<file path="config.mk">
export PLATFORM = sky130hd
export DESIGN_NAME = word_substring_counter_core
export DESIGN_NICKNAME = d
export VERILOG_FILES = /design/src/rtl/core/wsc_pkg.sv /design/src/rtl/core/wsc_match.sv /design/src/rtl/core/word_substring_counter_core.sv
export SDC_FILE = /design/constraint.sdc
export NUM_CORES = 1
export LEC_CHECK = 0
export BUFFER_PORTS_ARGS = -buffer_cell sky130_fd_sc_hd__buf_2
export CORE_UTILIZATION = 47
export DETAILED_ROUTE_END_ITERATION = 10
export SLEW_MARGIN = 20
export SYNTH_ARGS = -nofsm -noshare
export SYNTH_HDL_FRONTEND = slang
export SYNTH_HIERARCHICAL = 1
export SYNTH_SLANG_ARGS = --single-unit
</file>
<file path="constraint.sdc">
create_clock -name clk -period 14.7 [get_ports clk]
set_clock_uncertainty 0.15 [all_clocks]
set_input_delay 3.675 -clock clk [delete_from_list [all_inputs] [get_ports clk]]
set_output_delay 3.675 -clock clk [all_outputs]
set_load 0.01 [all_outputs]
</file>
<file path="src/rtl/core/wsc_pkg.sv">
// ----------------------------------------------------------------------------
// wsc_pkg
// Shared types, constants and character classes for the word substring
// counter core.
// ----------------------------------------------------------------------------
`default_nettype none

package wsc_pkg;

    // default parameter values
    localparam int PATTERN_MAX_DEF = 16;
    localparam int COUNT_WIDTH_DEF = 32;

    // fixed field widths
    localparam int CHAR_W        = 8;
    localparam int CFG_INDEX_W   = 3;
    localparam int CFG_DATA_W    = 32;
    localparam int LEN_REG_W     = 5;
    localparam int OUT_W         = 32;
    localparam int PATTERN_CHARS = 16;
    localparam int PATTERN_IDX_W = 4;
    localparam int CHARS_PER_REG = 4;

    typedef logic [CHAR_W-1:0] char_t;
    typedef char_t [PATTERN_CHARS-1:0] pattern_t;

    // configuration register indices
    typedef enum logic [CFG_INDEX_W-1:0] {
        CFG_CHARS_0_3   = 3'd0,
        CFG_CHARS_4_7   = 3'd1,
        CFG_CHARS_8_11  = 3'd2,
        CFG_CHARS_12_15 = 3'd3,
        CFG_LENGTH      = 3'd4
    } cfg_index_t;

    // separator characters
    localparam char_t CH_PERIOD = 8'h2E;
    localparam char_t CH_EXCL   = 8'h21;
    localparam char_t CH_QUEST  = 8'h3F;
    localparam char_t CH_SPACE  = 8'h20;
    localparam char_t CH_COMMA  = 8'h2C;
    localparam char_t CH_NUL    = 8'h00;

    // letter ranges
    localparam char_t CH_UPPER_A = 8'h41;
    localparam char_t CH_UPPER_Z = 8'h5A;
    localparam char_t CH_LOWER_A = 8'h61;
    localparam char_t CH_LOWER_Z = 8'h7A;

    function automatic logic is_separator(input char_t c);
        return (c == CH_PERIOD) || (c == CH_EXCL) || (c == CH_QUEST) ||
               (c == CH_SPACE) || (c == CH_COMMA) || (c == CH_NUL);
    endfunction

    function automatic logic is_letter(input char_t c);
        return ((c >= CH_UPPER_A) && (c <= CH_UPPER_Z)) ||
               ((c >= CH_LOWER_A) && (c <= CH_LOWER_Z));
    endfunction

endpackage

`default_nettype wire

</file>
<file path="src/rtl/core/wsc_match.sv">
// ----------------------------------------------------------------------------
// wsc_match
// Parallel compare of the most recent word characters against the
// active pattern characters.
// ----------------------------------------------------------------------------
`default_nettype none

module wsc_match #(
    parameter int PATTERN_MAX = wsc_pkg::PATTERN_MAX_DEF,
    parameter int LEN_W       = $clog2(PATTERN_MAX + 1)
) (
    input  wire wsc_pkg::char_t [PATTERN_MAX-1:0] window,   // newest at 0
    input  wire wsc_pkg::pattern_t                pattern,
    input  wire logic [LEN_W-1:0]                 act_len,
    output logic                                  hit
);

    logic [PATTERN_MAX-1:0] pos_ok;

    // window position j pairs with pattern character act_len-1-j
    for (genvar j = 0; j < PATTERN_MAX; j++) begin : g_pos
        logic [4:0] idx_full;
        assign idx_full = 5'(act_len) - 5'(j) - 5'd1;
        assign pos_ok[j] = (5'(j) >= 5'(act_len)) ||
            (window[j] == pattern[idx_full[wsc_pkg::PATTERN_IDX_W-1:0]]);
    end

    assign hit = &pos_ok;

endmodule

`default_nettype wire

</file>
<file path="src/rtl/core/word_substring_counter_core.sv">
// ----------------------------------------------------------------------------
// word_substring_counter_core
// Counts overlapping occurrences of a configured pattern that lie inside
// all-letter words of a byte stream; gives the total at end of text.
// ----------------------------------------------------------------------------
//  channel  | signals                              | direction
//  ---------+--------------------------------------+----------
//  input    | in_valid, in_stall, character,       | in
//           | end_of_text                          |
//  result   | out_valid, out_stall, total_matches  | out
//  config   | cfg_valid, cfg_ready, cfg_index,     | in
//           | cfg_data                             |
//
//  One character per cycle while no end of text is held: an input register,
//  window compare and word bookkeeping, then the result register.
//  The result register only fills on end of text, so plain characters keep
//  flowing while a total waits; an end-of-text item holds in the input
//  register only while a previous total is still stalled.
//  Reset clears the word state, the total and both valid flags; pattern
//  registers reset to zero with length one. cfg_ready is always high.
`default_nettype none

module word_substring_counter_core #(
    parameter int PATTERN_MAX = wsc_pkg::PATTERN_MAX_DEF,
    parameter int COUNT_WIDTH = wsc_pkg::COUNT_WIDTH_DEF
) (
    input  wire logic                            clk,
    input  wire logic                            rst_n,
    // input channel
    input  wire logic                            in_valid,
    output logic                                 in_stall,
    input  wire logic [wsc_pkg::CHAR_W-1:0]      character,
    input  wire logic                            end_of_text,
    // result channel
    output logic                                 out_valid,
    input  wire logic                            out_stall,
    output logic [wsc_pkg::OUT_W-1:0]            total_matches,
    // configuration channel
    input  wire logic                            cfg_valid,
    output logic                                 cfg_ready,
    input  wire logic [wsc_pkg::CFG_INDEX_W-1:0] cfg_index,
    input  wire logic [wsc_pkg::CFG_DATA_W-1:0]  cfg_data
);

    localparam int LEN_W = $clog2(PATTERN_MAX + 1);
    localparam logic [COUNT_WIDTH-1:0] COUNT_MAX = '1;

    // configuration registers
    logic [wsc_pkg::CFG_DATA_W-1:0] pat_reg [wsc_pkg::CHARS_PER_REG];
    logic [wsc_pkg::LEN_REG_W-1:0]  len_reg;

    // input stage
    logic                   stage_valid_reg;
    wsc_pkg::char_t         stage_char_reg;
    logic                   stage_eot_reg;

    // word state
    wsc_pkg::char_t [PATTERN_MAX-1:0] window_reg;
    logic [LEN_W-1:0]                 letters_reg;
    logic                             all_letters_reg;
    logic [COUNT_WIDTH-1:0]           matches_reg;
    logic [COUNT_WIDTH-1:0]           total_reg;

    // result register
    logic                             out_valid_reg;
    logic [wsc_pkg::OUT_W-1:0]        out_total_reg;

    logic                             advance;
    logic                             take_in;
    logic                             out_valid_next;

    // configuration writes
    assign cfg_ready = 1'b1;

    always_ff @(posedge clk or negedge rst_n)
    begin
        if (!rst_n)
        begin
            for (int i = 0; i < wsc_pkg::CHARS_PER_REG; i++)
            begin
                pat_reg[i] <= '0;
            end
            len_reg <= wsc_pkg::LEN_REG_W'(1);
        end
        else if (cfg_valid && cfg_ready)
        begin
            unique case (cfg_index)
                wsc_pkg::CFG_CHARS_0_3:   pat_reg[0] <= cfg_data;
                wsc_pkg::CFG_CHARS_4_7:   pat_reg[1] <= cfg_data;
                wsc_pkg::CFG_CHARS_8_11:  pat_reg[2] <= cfg_data;
                wsc_pkg::CFG_CHARS_12_15: pat_reg[3] <= cfg_data;
                wsc_pkg::CFG_LENGTH:
                    len_reg <= cfg_data[wsc_pkg::LEN_REG_W-1:0];
                default: ;
            endcase
        end
    end

    // pattern as characters and clamped length
    wsc_pkg::pattern_t pattern;
    logic [LEN_W-1:0]  act_len;

    always_comb
    begin
        for (int k = 0; k < wsc_pkg::PATTERN_CHARS; k++)
        begin
            pattern[k] = pat_reg[k / wsc_pkg::CHARS_PER_REG]
                                [(k % wsc_pkg::CHARS_PER_REG) * wsc_pkg::CHAR_W +: wsc_pkg::CHAR_W];
        end
        if (len_reg == '0)
        begin
            act_len = LEN_W'(1);
        end
        else if (len_reg > wsc_pkg::LEN_REG_W'(PATTERN_MAX))
        begin
            act_len = LEN_W'(PATTERN_MAX);
        end
        else
        begin
            act_len = LEN_W'(len_reg);
        end
    end

    // handshake: stage moves on unless an end of text meets a stalled total
    assign advance  = stage_valid_reg &&
                      (!stage_eot_reg || !out_valid_reg || !out_stall);
    assign in_stall = stage_valid_reg && !advance;
    assign take_in  = in_valid && !in_stall;

    always_ff @(posedge clk or negedge rst_n)
    begin
        if (!rst_n)
        begin
            stage_valid_reg <= 1'b0;
        end
        else if (take_in || advance)
        begin
            stage_valid_reg <= take_in;
        end
    end

    always_ff @(posedge clk)
    begin
        if (take_in)
        begin
            stage_char_reg <= character;
            stage_eot_reg  <= end_of_text;
        end
    end

    // character classes of the staged item
    logic is_sep;
    logic word_char;

    assign is_sep    = wsc_pkg::is_separator(stage_char_reg) || stage_eot_reg;
    assign word_char = !is_sep;

    // window with the new character at the front
    wsc_pkg::char_t [PATTERN_MAX-1:0] window_next;

    always_comb
    begin
        window_next[0] = stage_char_reg;
        for (int i = 1; i < PATTERN_MAX; i++)
        begin
            window_next[i] = window_reg[i-1];
        end
    end

    // letter count, held at the window depth
    logic [LEN_W-1:0] letters_inc;

    assign letters_inc = (letters_reg == LEN_W'(PATTERN_MAX)) ?
                         letters_reg : letters_reg + LEN_W'(1);

    // pattern compare
    logic hit_raw;

    wsc_match #(
        .PATTERN_MAX (PATTERN_MAX),
        .LEN_W       (LEN_W)
    ) u_match (
        .window  (window_next),
        .pattern (pattern),
        .act_len (act_len),
        .hit     (hit_raw)
    );

    logic hit;
    assign hit = hit_raw && (letters_inc >= act_len);

    // word close: saturating add of the word's matches
    logic [COUNT_WIDTH:0]   sum_wide;
    logic [COUNT_WIDTH-1:0] total_closed;
    logic                   word_counts;

    assign word_counts  = (letters_reg != '0) && all_letters_reg;
    assign sum_wide     = {1'b0, total_reg} + {1'b0, matches_reg};
    assign total_closed = !word_counts ? total_reg :
                          (sum_wide[COUNT_WIDTH] ? COUNT_MAX : sum_wide[COUNT_WIDTH-1:0]);

    // word state update
    always_ff @(posedge clk or negedge rst_n)
    begin
        if (!rst_n)
        begin
            letters_reg     <= '0;
            all_letters_reg <= 1'b1;
            matches_reg     <= '0;
            total_reg       <= '0;
        end
        else if (advance)
        begin
            if (word_char)
            begin
                letters_reg <= letters_inc;
                if (!wsc_pkg::is_letter(stage_char_reg))
                begin
                    all_letters_reg <= 1'b0;
                end
                if (hit && (matches_reg != COUNT_MAX))
                begin
                    matches_reg <= matches_reg + COUNT_WIDTH'(1);
                end
            end
            else
            begin
                letters_reg     <= '0;
                all_letters_reg <= 1'b1;
                matches_reg     <= '0;
                total_reg       <= stage_eot_reg ? '0 : total_closed;
            end
        end
    end

    always_ff @(posedge clk)
    begin
        if (advance && word_char)
        begin
            window_reg <= window_next;
        end
    end

    // result register
    logic [63:0] total_ext;
    assign total_ext = 64'(total_closed);

    always_comb
    begin
        priority if (advance && stage_eot_reg)
        begin
            out_valid_next = 1'b1;
        end
        else if (!out_stall)
        begin
            out_valid_next = 1'b0;
        end
        else
        begin
            out_valid_next = out_valid_reg;
        end
    end

    always_ff @(posedge clk or negedge rst_n)
    begin
        if (!rst_n)
        begin
            out_valid_reg <= 1'b0;
        end
        else
        begin
            out_valid_reg <= out_valid_next;
        end
    end

    always_ff @(posedge clk)
    begin
        if (advance && stage_eot_reg)
        begin
            out_total_reg <= total_ext[wsc_pkg::OUT_W-1:0];
        end
    end

    assign out_valid     = out_valid_reg;
    assign total_matches = out_total_reg;

    // checks
    a_stall_needs_item: assert property (@(posedge clk) disable iff (!rst_n)
        in_stall |-> (stage_valid_reg && stage_eot_reg && out_valid_reg))
        else $error("input stalled without a blocked end of text");

    a_result_from_eot: assert property (@(posedge clk) disable iff (!rst_n)
        $rose(out_valid_reg) |-> $past(advance && stage_eot_reg))
        else $error("result appeared without an end-of-text item");

    a_eot_clears: assert property (@(posedge clk) disable iff (!rst_n)
        (advance && stage_eot_reg) |=>
            (total_reg == '0 && letters_reg == '0 && matches_reg == '0))
        else $error("word state not cleared after end of text");

    a_letters_bound: assert property (@(posedge clk) disable iff (!rst_n)
        letters_reg <= LEN_W'(PATTERN_MAX))
        else $error("letter count beyond window depth");

endmodule

`default_nettype wire

</file>
==> impl_metrics.yaml, run 1 <==
detailed_routing:
  route.detailed.drc: 0
  vias_per_cell: 6.422
  drt_pass1_iterations: 6
  routedWlPerCell_um: 27.86
  drt_iter0_markers: 2115
  totalWireLength_um: 79320
  number_of_vias_after_detailed_routing: 18280
  ant_nets: 0
logic_synthesis:
  synth_top_area_frac: 0.2069
  top_count_cell_post_synth: "sky130_fd_sc_hd__mux2i_1"
  cell_area_after_technology_mapping_um2: 24550
  postSynth.asyncResetShare: 0.5601
  yosys_warnings: 6
  synth.distinct_cells: 93
  synth_top_flop_cell: "sky130_fd_sc_hd__dfrtp_1"
  yosysSeqAreaShare: 0.4060
  yosysTopAreaCell: "sky130_fd_sc_hd__dfrtp_1"
  synth_top_cells_by_count: "sky130_fd_sc_hd__mux2i_1 (225), sky130_fd_sc_hd__dfrtp_1 (203), sky130_fd_sc_hd__edfxtp_1 (161), sky130_fd_sc_hd__mux2_2 (158), sky130_fd_sc_hd__xnor2_1 (136)"
  mappedNetlistNets: 2193
  postSynthRegisterBits: 366
  syn-instance-count: 2089
  yosys-top-cells-area: "sky130_fd_sc_hd__dfrtp_1 (21%), sky130_fd_sc_hd__edfxtp_1 (20%), sky130_fd_sc_hd__mux4_2 (9.9%), sky130_fd_sc_hd__mux2i_1 (9.2%), sky130_fd_sc_hd__mux2_2 (7.2%)"
  synth-edff-count: 161
  synthesis.area_per_instance_um2: 11.75
grt:
  antenna_found_initial: 0
  grt_pass1_vias: 17640
  grt_overflow: 0
  track_usage: 0.2994
  maximum_number_of_pins_on_one_net_before_global_route_repair: 112
  grt_first_pass_wirelength_um: 118000
power_and_ir_drop:
  power.ir.vdd_worst_mv: 0.1013
  power_density_nw_per_um2: 200.6
  power.leakage_uw: 0.01068
layout:
  nNetsFinal: 2237
  flip_flop_count_of_the_largest_register_after_layout: 128
  layout-drive-gt1-share: 0.2345
  number_of_filler_cells_placed_in_the_layout: 4474
  synthToLayoutAreaGrowth_pct: 10.54
  final_cells: 2847
floorplan:
  floorplan.die.height_um: 230.6
  initial_core_util: 0.4766
  num_io_pins: 84
  core_region_area_um2: 51510
  die_area_um2: 53150
  std_cell_rows: 83
  die-width_um: 230.6
timing:
  final_period_minus_worst_setup_slack_ns: 8.304
  timing_hold_violations_final: 0
  tightestPinTransition_ns: 1.303
  setup_total_negative_slack_ns: 0
  rsz0062_at_grt: "false"
  maxClockFrequency_mhz: 120.4
  finalCritPeriodShare: 0.5649
  setup_viol_count_final: 0
  timing.max_slew.rel_slack: 0.1293
  final-max-slew-violation-count: 0
critical_path:
  worstPathArrival_ns: 8.66
  kind_of_end_point_of_the_critical_path: "register"
  worstRegToRegCells: 22
  critical_path_rt_ns: 15.05
  startpoint_type: "register"
  critical_path.reg2reg.endpoint: "matches_reg[31]"
  ff2ff_setup_slack_ns: 6.40
  crit_type: "reg2reg"
  crit_path_max_fanout: 80
  timing.rr.start: "len_reg[4]"
hold_path:
  holdPathEnd: "window_next[73]"
  worst_hold_path.num_cells: 0
  hp-class: "reg2reg"
  min_from: "window_next[65]"
placed_design:
  dp_cells: 2769
  routability_congestion_estimate: 1.002
  half_perimeter_wire_length_after_detailed_placement_um: 59810
  port_buffers: 82
cts:
  cts.path.max_buffers: 3
  cts.hold.buffers_added: 0
  clock_pin_slew_reported_for_the_worst_setup_and_hold_paths_after_clock_tree_synthesis_ns: 0.07
  ctsHtreeMaxLevel: 2
  tritoncts: "yes"
  cts_repair_resize_count: 0
  clock_sink_count: 366
  cts_made_buffers: 42
  ctsRootBufferMaster: "sky130_fd_sc_hd__clkbuf_16"
  clkLatencyLatePin_ns: 0.59
  cts_post_setup_buffers_inserted: 0
outcome:
  status: "finished, final reports clean"
flow_run:
  drv.max_cap_violation_count: 0
==> layout make-up <==
cell class | instances | area (um^2) | share of cell area
Tap cell | 680 | 850.8 | 0.03135
Multi-Input combinational cell | 1579 | 14060 | 0.5183
Sequential cell | 366 | 9967 | 0.3673
Antenna cell | 1 | 2.502 | 0.00009221
Clock inverter | 20 | 272.8 | 0.01005
Timing Repair Buffer | 118 | 701.9 | 0.02586
Clock buffer | 57 | 1179 | 0.04343
Inverter | 26 | 100.1 | 0.003688
==> placed cells by master (no fill, tap or decap), types with 8 or more instances in the layout <==
cell type,n
sky130_fd_sc_hd__and3_1,10
sky130_fd_sc_hd__mux2_2,158
sky130_fd_sc_hd__edfxtp_1,161
sky130_fd_sc_hd__ha_1,53
sky130_fd_sc_hd__a21oi_1,106
sky130_fd_sc_hd__o22a_1,10
sky130_fd_sc_hd__o21a_1,10
sky130_fd_sc_hd__mux2i_1,225
sky130_fd_sc_hd__nand2b_1,11
sky130_fd_sc_hd__nor2b_1,23
sky130_fd_sc_hd__buf_2,81
sky130_fd_sc_hd__nor4_1,10
sky130_fd_sc_hd__a22oi_1,23
sky130_fd_sc_hd__clkbuf_1,9
sky130_fd_sc_hd__a22o_1,20
sky130_fd_sc_hd__nor2_1,120
sky130_fd_sc_hd__inv_1,21
sky130_fd_sc_hd__and2_1,14
sky130_fd_sc_hd__xnor2_1,131
sky130_fd_sc_hd__o211ai_1,8
sky130_fd_sc_hd__dfrtp_1,203
sky130_fd_sc_hd__a211oi_1,32
sky130_fd_sc_hd__buf_4,35
sky130_fd_sc_hd__a21o_1,14
sky130_fd_sc_hd__o22ai_1,19
sky130_fd_sc_hd__clkbuf_16,43
sky130_fd_sc_hd__nand4_1,42
sky130_fd_sc_hd__mux4_2,108
sky130_fd_sc_hd__o21ai_0,40
sky130_fd_sc_hd__xor2_1,86
sky130_fd_sc_hd__nand3_1,57
sky130_fd_sc_hd__nor3_1,16
sky130_fd_sc_hd__nand2_1,109
==> cell families (layout without fill, tap and decap cells) <==
group | count (synthesis) | count (layout) | share of synthesized area
muxes | 493 | 493 | 0.2653
and+or+nand+nor | 456 | 456 | 0.09337
DFF | 366 | 366 | 0.4060
AOI/OAI and AO/OA | 344 | 344 | 0.09479
xor gates and xnor gates | 230 | 230 | 0.08582
buffers and inverters | 144 | 221 | 0.02630
adders and majority gates | 55 | 55 | 0.02834
other | 1 | 2 | 0.0001527
==> critical path, cell delays in order, from the launching register on <==
cell and delay, ns:
sky130_fd_sc_hd__dfrtp_1 0.55, sky130_fd_sc_hd__inv_1 0.23, sky130_fd_sc_hd__nand2_1 0.12, sky130_fd_sc_hd__inv_2 0.06, sky130_fd_sc_hd__buf_4 0.29, sky130_fd_sc_hd__inv_1 0.20
sky130_fd_sc_hd__buf_4 0.26, sky130_fd_sc_hd__ha_4 0.84, sky130_fd_sc_hd__buf_4 0.91, sky130_fd_sc_hd__mux2i_1 0.24, sky130_fd_sc_hd__mux4_2 0.55, sky130_fd_sc_hd__xor2_1 0.25
sky130_fd_sc_hd__nand3_1 0.10, sky130_fd_sc_hd__a2111oi_0 0.42, sky130_fd_sc_hd__nand3_1 0.20, sky130_fd_sc_hd__or4_1 0.55, sky130_fd_sc_hd__nor3_1 0.17, sky130_fd_sc_hd__o2111a_1 0.31
sky130_fd_sc_hd__nand2_1 0.13, sky130_fd_sc_hd__nor4_4 0.81, sky130_fd_sc_hd__nand3_1 0.24, sky130_fd_sc_hd__or3_1 0.36, sky130_fd_sc_hd__a21oi_1 0.15
==> how the worst max path moves through the flow <==
stage | start | to | slack, ns
final | len_reg[4] | matches_reg[31] | 6.40
after global placement | len_reg[4] | matches_reg[22] | 6.60
after detailed placement | len_reg[4] | matches_reg[22] | 6.45
after CTS | len_reg[4] | matches_reg[22] | 6.41
after global routing | len_reg[4] | matches_reg[31] | 5.92
after floorplan | out_stall | in_stall | 6.98
==> power breakdown <==
group	leakage, uW	switching (uW)	internal (uW)
sequential	0.00410	168	1230
clock	0.000708	443	669
combinational	0.00588	1720	1220
total	0.0107	2330	3110
==> layer usage <==
| layer | global-route usage | wire length, um |
|---|---|---|
| met2 | 0.4345 | 34210 |
| met5 | 0 | 0 |
| met1 | 0.4497 | 36450 |
| met3 | 0.05052 | 5790 |
| met4 | 0.1037 | 2869 |
==> through the flow <==
stage	hold slack, ns	area, um^2	total power, uW	worst slack, ns	util
final	0.3143	27140	5444	6.396	0.5269
after global routing	0.3306	27140	5663	5.918	0.5268
after CTS	0.3137	27120	5395	6.409	0.5266
after detailed placement	0.3084	25670	4264	6.450	0.4984
after global placement	0.3017	25670	4236	6.600	0.4983
after floorplan	0.2976	24550	3373	6.982	-
(Power assumes the default switching activity.)
==> inputs of run 2 (changes only) <==
--- a/config.mk
+++ b/config.mk
@@ -5,6 +5,7 @@
 export SDC_FILE = /design/constraint.sdc
 export NUM_CORES = 1
 export LEC_CHECK = 0
+export ABC_AREA = 1
 export BUFFER_PORTS_ARGS = -buffer_cell sky130_fd_sc_hd__buf_2
 export CORE_UTILIZATION = 47
 export DETAILED_ROUTE_END_ITERATION = 10
==> constraint.sdc (replaced) <==
create_clock -name clk -period 8 [get_ports clk]
set_clock_uncertainty 0.15 [all_clocks]
set_input_delay 2 -clock clk [delete_from_list [all_inputs] [get_ports clk]]
set_output_delay 2 -clock clk [all_outputs]
set_load 0.01 [all_outputs]
==> impl_metrics.yaml, run 2 <==
power_and_ir_drop:
  power_density_nw_per_um2: 319.5
  power.ir.vdd_worst_mv: 0.1979
  post-layout-total-power_uw: 9264
  power.leakage_uw: 0.01444
detailed_routing:
  number_of_vias_after_detailed_routing: 27400
  vias_per_cell: 5.754
  ant_nets: 0
  drt_iter0_markers: 2720
  totalWireLength_um: 114700
  drt_pass1_iterations: 7
  route.detailed.drc: 0
  routedWlPerCell_um: 24.08
critical_path:
  timing.rr.start: "len_reg[1]"
  crit_type: "reg2reg"
  worstRegToRegCells: 25
  critical_path_rt_ns: 8.36
  startpoint_type: "register"
  critical_path.reg2reg.endpoint: "matches_reg[16]"
  worstPathArrival_ns: 7.14
  kind_of_end_point_of_the_critical_path: "register"
  ff2ff_setup_slack_ns: 1.22
  crit_path_end: "matches_reg[16]"
  setup.worst_path.start: "len_reg[1]"
  crit_path_max_fanout: 47
cts:
  clock_pin_slew_reported_for_the_worst_setup_and_hold_paths_after_clock_tree_synthesis_ns: 0.06
  cts_post_setup_buffers_inserted: 0
  cts_made_buffers: 42
  ctsRootBufferMaster: "sky130_fd_sc_hd__clkbuf_16"
  clkLatencyLatePin_ns: 0.59
  cts.hold.buffers_added: 0
  tritoncts: "yes"
  ctsHtreeMaxLevel: 2
  cts_repair_resize_count: 0
  cts.path.max_buffers: 3
  clock_sink_count: 366
placed_design:
  port_buffers: 82
  dp_cells: 4684
  routability_congestion_estimate: 1.066
  half_perimeter_wire_length_after_detailed_placement_um: 87790
timing:
  finalCritPeriodShare: 0.8481
  tightestPinTransition_ns: 1.019
  timing.max_slew.rel_slack: 0.3198
  maxClockFrequency_mhz: 147.4
  final_period_minus_worst_setup_slack_ns: 6.785
  rsz0062_at_grt: "false"
  setup_total_negative_slack_ns: 0
  setup_viol_count_final: 0
  final-max-slew-violation-count: 0
  timing_hold_violations_final: 0
logic_synthesis:
  top_count_cell_post_synth: "sky130_fd_sc_hd__nand2_1"
  cell_area_after_technology_mapping_um2: 26830
  postSynthRegisterBits: 366
  yosysSeqAreaShare: 0.3715
  yosys-top-cells-area: "sky130_fd_sc_hd__nand2_1 (21%), sky130_fd_sc_hd__dfrtp_1 (19%), sky130_fd_sc_hd__edfxtp_1 (18%), sky130_fd_sc_hd__nand3_1 (18%), sky130_fd_sc_hd__inv_1 (4.9%)"
  mappedNetlistNets: 4086
  synthesis.area_per_instance_um2: 6.737
  synth-edff-count: 161
  synth.distinct_cells: 54
  synth_top_flop_cell: "sky130_fd_sc_hd__dfrtp_1"
  yosysTopAreaCell: "sky130_fd_sc_hd__nand2_1"
  syn-instance-count: 3982
  synth_top_cells_by_count: "sky130_fd_sc_hd__nand2_1 (1466), sky130_fd_sc_hd__nand3_1 (961), sky130_fd_sc_hd__inv_1 (348), sky130_fd_sc_hd__dfrtp_1 (203), sky130_fd_sc_hd__nor2_1 (173)"
  synth_top_area_frac: 0.2051
  postSynth.asyncResetShare: 0.5601
  yosys_warnings: 6
grt:
  grt_pass1_vias: 25690
  antenna_found_initial: 0
  maximum_number_of_pins_on_one_net_before_global_route_repair: 99
  grt_overflow: 0
  grt_first_pass_wirelength_um: 166000
  track_usage: 0.3981
flow_run:
  drv.max_cap_violation_count: 0
floorplan:
  initial_core_util: 0.4758
  die-width_um: 240.9
  floorplan.die.height_um: 240.9
  core_region_area_um2: 56390
  num_io_pins: 84
  die_area_um2: 58040
  std_cell_rows: 87
layout:
  post-route-util: 0.5143
  insertedDiodeCount: 0
  final_cells: 4761
  ff_latch_area_um2: 9967
  layout.cells.most_common_list: "sky130_fd_sc_hd__nand2_1 (1462), sky130_fd_sc_hd__nand3_1 (959), sky130_fd_sc_hd__inv_1 (345)"
  synthToLayoutAreaGrowth_pct: 8.092
  flip_flop_count_of_the_largest_register_after_layout: 128
  number_of_filler_cells_placed_in_the_layout: 5921
  multiInputGateArea_um2: 14660
  nNetsFinal: 4076
  mostFrequentLayoutCell: "sky130_fd_sc_hd__nand2_1"
  layout-drive-gt1-share: 0.06742
hold_path:
  hp-class: "reg2reg"
outcome:
  status: "finished, final reports clean"
-- run 2: report_power, final --
part | internal [uW] | switching, uW | leakage [uW]
sequential | 2180 | 236 | 0.00419
combinational | 1260 | 3560 | 0.00954
clock | 1190 | 836 | 0.000714
total | 4630 | 4640 | 0.0144
-- run 2: cell families after synthesis --
family,share of synthesized area
xor+xnor,0.01861
compound gates,0.04720
flops,0.3715
buf+inv,0.08381
simple gates,0.4528
fa+ha+maj,0.02593
other cells,0.0001398
-- run 2: worst min-delay path by stage --
stage                          startpoint                to  slack, ns  cells past startpoint
after global routing      window_next[29]   window_next[37]       0.34                      0
after detailed placement  window_next[25]   window_next[33]       0.31                      0
after global placement    window_next[25]   window_next[33]       0.31                      0
after CTS                 window_next[25]   window_next[33]       0.33                      0
after floorplan           window_next[93]  window_next[101]       0.29                      0
final                     window_next[25]   window_next[33]       0.32                      0
-- run 2: area by class of cell --
class                           count  share of cell area
Clock inverter                     21            0.007292
Timing Repair Buffer              111             0.02200
Sequential cell                   366              0.3437
Clock buffer                       56             0.04271
Inverter                          355             0.04612
Tap cell                          756             0.03262
Multi-Input combinational cell   3096              0.5055
-- run 2: per-stage QoR --
stage	hold WS, ns	instance area, um^2	setup slack, ns
2_1_floorplan	0.2908	26830	0.8839
3_3_place_gp	0.3119	27530	1.580
3_5_place_dp	0.3125	27530	1.472
4_1_cts	0.3264	28980	1.437
5_1_grt	0.3374	29000	0.9043
6_report	0.3236	29000	1.215
-- run 2: metal layers --
metal	up-vias	wire length, um	GRT usage
met3	454	7925	0.07709
met4	0	12570	0.3613
met2	1235	53340	0.6706
met1	12620	40820	0.4229
li1	13090	-	-
met5	-	0	0.001684
-- run 2: critical path, cell delays in order, from the launching register on --
cell,delay (ns)
sky130_fd_sc_hd__dfrtp_1,0.40
sky130_fd_sc_hd__nor4_1,0.35
sky130_fd_sc_hd__nor2_1,0.12
sky130_fd_sc_hd__nor2_4,0.41
sky130_fd_sc_hd__inv_4,0.26
sky130_fd_sc_hd__buf_4,0.36
sky130_fd_sc_hd__ha_1,0.32
sky130_fd_sc_hd__inv_1,0.08
sky130_fd_sc_hd__nand2_1,0.08
sky130_fd_sc_hd__nand2_2,0.71
sky130_fd_sc_hd__nand3_1,0.23
sky130_fd_sc_hd__nand3_1,0.44
sky130_fd_sc_hd__nand3_1,0.13
sky130_fd_sc_hd__nand2_1,0.10
sky130_fd_sc_hd__nand3_1,0.18
sky130_fd_sc_hd__nor2_1,0.15
sky130_fd_sc_hd__nand2_1,0.06
sky130_fd_sc_hd__nand2_1,0.06
sky130_fd_sc_hd__nand2_1,0.05
sky130_fd_sc_hd__nor2_1,0.12
sky130_fd_sc_hd__nand2_1,0.14
sky130_fd_sc_hd__nor2_1,0.46
sky130_fd_sc_hd__nand4_4,0.55
sky130_fd_sc_hd__nand2_4,0.51
sky130_fd_sc_hd__nand2_1,0.10
sky130_fd_sc_hd__o21ai_1,0.09
